==> config.mk <==
export PLATFORM = sky130hd
export DESIGN_NAME = stdf_divider
export DESIGN_NICKNAME = d
export VERILOG_FILES = /design/src/design/stdf_pkg.sv /design/src/design/stdf_divider.sv
export SDC_FILE = /design/constraint.sdc
export NUM_CORES = 1
export LEC_CHECK = 0
export ABC_AREA = 1
export BUFFER_PORTS_ARGS = -buffer_cell sky130_fd_sc_hd__buf_2
export CAP_MARGIN = 40
export CORE_ASPECT_RATIO = 0.7
export CORE_MARGIN = 4
export CORE_UTILIZATION = 40
export CTS_CLUSTER_DIAMETER = 30
export DETAILED_ROUTE_END_ITERATION = 8
export GPL_TIMING_DRIVEN = 0
export PLACE_DENSITY = 0.64
export SETUP_SLACK_MARGIN = 0.02
export SLEW_MARGIN = 20
export SYNTH_ARGS = -nofsm -noshare
export SYNTH_HDL_FRONTEND = slang
export SYNTH_SLANG_ARGS = --single-unit
==> constraint.sdc <==
create_clock -name clk_i -period 4.31 [get_ports clk_i]
set_clock_uncertainty 0.05 [all_clocks]
set_input_delay 0.862 -clock clk_i [delete_from_list [all_inputs] [get_ports clk_i]]
set_output_delay 0.862 -clock clk_i [all_outputs]
set_load 0.05 [all_outputs]
==> src/design/stdf_pkg.sv <==
// ----------------------------------------------------------------------------
// Sieve factorizer package
// Shared constants, types and state encodings for the sieve factorizer.
// ----------------------------------------------------------------------------
`default_nettype none
package stdf_pkg;

  localparam int unsigned SieveSizeDef = 65536;
  localparam int unsigned MaxPrimesDef = 8192;
  localparam int unsigned ValueW       = 32;
  localparam int unsigned ExpW         = 6;
  localparam int unsigned CountW       = 14;
  localparam int unsigned LimitW       = 16;
  localparam logic [LimitW-1:0] LimitRst = 16'hFFFF;

  localparam logic ReqBuild     = 1'b0;
  localparam logic ReqFactorize = 1'b1;

  typedef enum logic [3:0] {
    StIdle,
    StClear,
    StScan,
    StScanWait,
    StMark,
    StFetch,
    StFetchWait,
    StCheck,
    StDivStart,
    StDivWait,
    StEmit,
    StLeftover,
    StDone
  } state_e;

  // Divider request/response bundle.
  typedef struct packed {
    logic              start;
    logic [ValueW-1:0] dividend;
    logic [ValueW-1:0] divisor;
  } div_req_t;

  typedef struct packed {
    logic              done;
    logic [ValueW-1:0] quotient;
    logic              rem_zero;
  } div_rsp_t;

endpackage
`default_nettype wire

==> src/design/stdf_divider.sv <==
// ----------------------------------------------------------------------------
// Sieve factorizer divider
// Restoring divider, one quotient bit per cycle.
// ----------------------------------------------------------------------------
`default_nettype none
module stdf_divider
  import stdf_pkg::*;
(
  input  wire logic     clk_i,
  input  wire logic     rst_ni,
  input  wire div_req_t req_i,
  output div_rsp_t      rsp_o
);

  localparam int unsigned CntW = $clog2(ValueW + 1);

  logic [ValueW-1:0] quo_q, quo_d;
  logic [ValueW:0]   rem_q, rem_d;
  logic [ValueW-1:0] dsr_q, dsr_d;
  logic [CntW-1:0]   cnt_q, cnt_d;
  logic              busy_q, busy_d, done_q, done_d;
  logic [ValueW:0]   trial;

  always_comb begin
    quo_d  = quo_q;
    rem_d  = rem_q;
    dsr_d  = dsr_q;
    cnt_d  = cnt_q;
    busy_d = busy_q;
    done_d = 1'b0;
    trial  = {rem_q[ValueW-1:0], quo_q[ValueW-1]} - {1'b0, dsr_q};
    if (req_i.start) begin
      quo_d  = req_i.dividend;
      rem_d  = '0;
      dsr_d  = req_i.divisor;
      cnt_d  = CntW'(ValueW);
      busy_d = 1'b1;
    end else if (busy_q) begin
      if (!trial[ValueW]) begin
        rem_d = trial;
        quo_d = {quo_q[ValueW-2:0], 1'b1};
      end else begin
        rem_d = {rem_q[ValueW-1:0], quo_q[ValueW-1]};
        quo_d = {quo_q[ValueW-2:0], 1'b0};
      end
      cnt_d = cnt_q - CntW'(1);
      if (cnt_q == CntW'(1)) begin
        busy_d = 1'b0;
        done_d = 1'b1;
      end
    end
  end

  always_ff @(posedge clk_i or negedge rst_ni) begin
    if (!rst_ni) begin
      busy_q <= 1'b0;
      done_q <= 1'b0;
      cnt_q  <= '0;
    end else begin
      busy_q <= busy_d;
      done_q <= done_d;
      cnt_q  <= cnt_d;
    end
  end

  always_ff @(posedge clk_i) begin
    quo_q <= quo_d;
    rem_q <= rem_d;
    dsr_q <= dsr_d;
  end

  assign rsp_o.done     = done_q;
  assign rsp_o.quotient = quo_q;
  assign rsp_o.rem_zero = (rem_q == '0);

  a_done_pulse: assert property (@(posedge clk_i) disable iff (!rst_ni)
    done_q |=> !done_q) else $error("divider done held");
  a_busy_cnt: assert property (@(posedge clk_i) disable iff (!rst_ni)
    (busy_q && !req_i.start) |=> (cnt_q == $past(cnt_q) - CntW'(1)))
    else $error("divider count slip");
  a_start_busy: assert property (@(posedge clk_i) disable iff (!rst_ni)
    req_i.start |=> busy_q) else $error("divider not busy after start");

endmodule
`default_nettype wire

==> impl_results.rst <==
.. list-table::
   :header-rows: 1

   * - Metric
     - Value
   * - Run status
     - finished clean
   * - CTS tree
     - yes
   * - Number of setup buffers added after CTS
     - 0
   * - Worst-case setup slack after placement
     - 0.809 ns
   * - Cell count after synthesis
     - 963
   * - Final critical delay including setup and external delays
     - approximately 3.6 ns
   * - Startpoint class of the critical path
     - register
   * - Sum of negative setup slack
     - 0 ns
   * - Number of synthesized flops with an enable pin
     - 64
   * - Hold bufs inserted after CTS
     - 0
   * - Syn_nets
     - roughly 1100
   * - Period utilisation layout
     - around 83%
   * - CTS buffer count
     - 9
   * - Post-synthesis sequential element count
     - approximately 110
   * - Buffer cell driving the clock tree root
     - sky130_fd_sc_hd__clkbuf_16
   * - Number of vias per cell after detailed routing
     - approximately 4.7
   * - Sequential area share after synthesis
     - around two fifths
   * - Aggregate global routing overflow
     - 0
   * - Weighted congestion reported at the end of routability-driven placement
     - 0.944
   * - Placement-stage cell area
     - around 0.0075 mm2
   * - Final hold violation count
     - 0
   * - CP Cell Sequence
     - inv_1 -> ha_1 -> fa_1 -> inv_1 -> nand3_1 -> nand3_1 -> nand2_1 -> nand3_1 -> nand2_1 -> nand2_1 -> nand2_1 -> nand3_1 -> ha_1 -> clkbuf_1 -> nand2_1 -> o211ai_1 -> nand2_1
   * - Largest net degree at the start of global routing
     - 35
   * - Most common cell after layout, fill and taps aside
     - sky130_fd_sc_hd__nand2_1
   * - Data arrival, critical path
     - roughly 3.8 ns
   * - Crit path max-delay family
     - simple AND/OR/NAND/NOR gates
   * - CP Max Fanout
     - 10
   * - Maximum vdd ir drop
     - 229 uV
   * - Highest-count cells in the layout ignoring fill and taps
     - 385 x sky130_fd_sc_hd__nand2_1, 164 x sky130_fd_sc_hd__inv_1, 105 x sky130_fd_sc_hd__buf_2
   * - Max-cap violations
     - 0
   * - Core area
     - around 0.016 mm2
   * - Die width
     - between 150 and 200 um
   * - Final Max Tran Viols
     - 0
   * - Setup repair after global routing missed its margin
     - false
   * - Clk_lat worst skew
     - roughly 0.36 ns
   * - DRC violation total after the first TritonRoute iteration
     - between 400 and 500
   * - Wire length of the first global-routing pass
     - between 20 and 30 mm
   * - Layout cell share with drive strength beyond 1
     - 13.3%
   * - Post-detailed-routing wire length
     - approximately 18 mm
   * - Highest-delay cell along the critical path
     - sky130_fd_sc_hd__clkbuf_1
   * - Most numerous cell on the critical path
     - sky130_fd_sc_hd__nand2_1
   * - Final count of negative-setup-slack endpoints
     - 0
   * - Area share of the largest cell type after synthesis
     - around 29%
   * - Worst slew margin
     - a little under half
   * - Vias in the first global route
     - approximately 5800
   * - Total GRT Usage
     - between 10% and 20%
   * - Standard-cell rows
     - 39
   * - Syn_area_per_cell
     - around 7 um2
   * - Library cell occupying the most area in the post-synthesis netlist
     - sky130_fd_sc_hd__edfxtp_1
   * - Post-route total power
     - 4.21 mW
   * - Antenna violations before repair
     - 0
   * - Boundary pin count
     - ~100
   * - Cts repair resizes
     - 0
   * - Final critical-path setup slack
     - 0.750 ns
   * - Residual DRC
     - 0
   * - P per Cell Area
     - around 540 mW/mm2
   * - Layout Cell Area excl Fill
     - about 0.0078 mm2
   * - Number of library cell types mapped by synthesis
     - 36
   * - Height of the chip
     - ~120 um
   * - # diodes
     - 0
   * - Total half-perimeter wirelength after legalization and detailed placement
     - ~14 mm
   * - Final standard cell utilization of the core
     - a little under half
   * - First drt pass iteration count
     - 7
   * - Leakage component of the power
     - 4.27 nW
   * - Layout Nets
     - around 1200
   * - Post-detailed-route count of antenna-violating nets
     - 0
   * - Clock sink count
     - about 110
   * - Clock slew at reported path FFs
     - about 0.080 ns
   * - Area overhead of the layout relative to synthesis
     - 17.0%
   * - Level count of the clock H-tree
     - 3
   * - Maximum achievable frequency
     - approximately 280 MHz
   * - Die area
     - about 0.019 mm2
   * - Worst setup path category
     - register to register
   * - Crit path largest cell delay
     - ~0.60 ns
   * - Cell Area, Synth
     - between 0.006 and 0.007 mm2
   * - Vias
     - between 6000 and 7000
   * - Number of warnings reported in the yosys synthesis log
     - 0
   * - Bufs on Longest Clock Path
     - 2
   * - Count of buffers from port buffering
     - 100
   * - Share of synthesized flip-flops with an asynchronous set or reset
     - 7.62%
   * - Mean routed wirelength per cell
     - between 10 and 15 um
   * - Number of buffers and inverters on the critical path
     - 3
   * - Most used DFF post-synth
     - sky130_fd_sc_hd__edfxtp_1
   * - Initial standard-cell utilization of the core
     - 40.9%
   * - Slew of the pin with the lowest slew margin
     - 0.776 ns
   * - HP Class
     - primary input to asynchronous set/reset pin
   * - Nature of the critical path endpoint
     - register
   * - Leading post-synthesis cells by cell area
     - sky130_fd_sc_hd__edfxtp_1 29%, sky130_fd_sc_hd__nand2_1 22%, sky130_fd_sc_hd__dfxtp_1 9.9%
   * - Worst Path Required
     - between 4 and 5 ns
-- path summary, 6_finish.rpt --
kind	startpoint	to	slack (ns)	depth (start not counted)
worst max-delay path	quo_q[31]$_DFFE_PP_	rem_q[6]$_SDFFE_PP0P_	0.75	17
worst max register to register	quo_q[31]$_DFFE_PP_	rem_q[6]$_SDFFE_PP0P_	0.75	17
max in group asynchronous	rst_ni	cnt_q[3]$_DFFE_PN0P_	3.75	1
worst min register to register	rem_q[31]$_SDFFE_PP0P_	rem_q[31]$_SDFFE_PP0P_	0.44	2
worst min-delay path	rst_ni	done_q$_DFF_PN0_	0.27	1
min in group clk_i	rem_q[31]$_SDFFE_PP0P_	rem_q[31]$_SDFFE_PP0P_	0.44	2
-- where the power goes --
group | leakage, nW | internal [mW] | switching [mW]
Sequential | 1.03 | 1.25 | 0.155
Combinational | 3.09 | 0.634 | 1.33
Clock | 0.142 | 0.415 | 0.427
-- layer usage --
layer  wire (um)  vias to the layer above  part of all wire [%]  global-route usage (%)
met4         204                        0                   1.1                    3.41
met3        1700                       14                   9.4                    6.00
li1            -                     3210                     -                       -
met2        6590                      212                    36                    26.9
met1        9570                     2683                    53                    31.3
met5           0                        -                     0                       0
-- cells in the mapped netlist, types with 2 or more instances --
master                     number
sky130_fd_sc_hd__nand2_1      385
sky130_fd_sc_hd__inv_1        165
sky130_fd_sc_hd__nor2_1        86
sky130_fd_sc_hd__edfxtp_1      64
sky130_fd_sc_hd__nand3_1       42
sky130_fd_sc_hd__ha_1          35
sky130_fd_sc_hd__dfxtp_1       33
sky130_fd_sc_hd__a21oi_1       28
sky130_fd_sc_hd__o21ai_0       28
sky130_fd_sc_hd__clkbuf_1      11
sky130_fd_sc_hd__nand2_2       11
sky130_fd_sc_hd__xor2_1        10
sky130_fd_sc_hd__nor4_1         9
sky130_fd_sc_hd__dfrtp_1        8
sky130_fd_sc_hd__buf_2          5
sky130_fd_sc_hd__and2_1         4
sky130_fd_sc_hd__nand3b_1       4
sky130_fd_sc_hd__nor3_1         4
sky130_fd_sc_hd__o21ai_1        4
sky130_fd_sc_hd__nand4_1        3
sky130_fd_sc_hd__nor2_2         3
sky130_fd_sc_hd__o22ai_1        3
sky130_fd_sc_hd__a21o_1         2
sky130_fd_sc_hd__buf_4          2
sky130_fd_sc_hd__o21bai_1       2
sky130_fd_sc_hd__xnor2_1        2
-- logic make-up (layout without fill, tap and decap cells) --
kind of cell / after synthesis / in the layout / share of synthesized area [%]
adders and majority gates: 36 / 36 / 6.85
xor gates and xnor gates: 12 / 12 / 1.57
AOI/OAI and AO/OA: 70 / 70 / 5.61
and+or+nand+nor: 553 / 553 / 33.5
DFF: 105 / 105 / 41.6
buffers and inverters: 187 / 305 / 10.9
-- flip-flops by register name, indices dropped and copies added (netlist names) --
| signal | cells |
|---|---|
| dsr_q | 32 |
| quo_q | 32 |
| done_q | 1 |
| rem_q | 33 |
| busy_q | 1 |
| cnt_q | 6 |
-- cell type report --
| class | count | area, um2 |
|---|---|---|
| inverters | 167 | 627 |
| plain buffers | 20 | 101 |
| fillers | 1664 | 8520 |
| multi-input cells | 671 | 3180 |
| repair buffers | 102 | 548 |
| clock buffers | 9 | 225 |
| well taps | 225 | 282 |
| flip-flops and latches | 105 | 2780 |
| clock inverters | 7 | 83.8 |
-- per-stage QoR --
stage	hold WS, ns	instances
3_5_place_dp	0.425	1289
5_1_grt	0.265	1306
4_1_cts	0.266	1305
6_report	0.275	1306
3_3_place_gp	0.413	1288
2_1_floorplan	0.398	963
No activity file was read; power rests on OpenSTA's default activity.
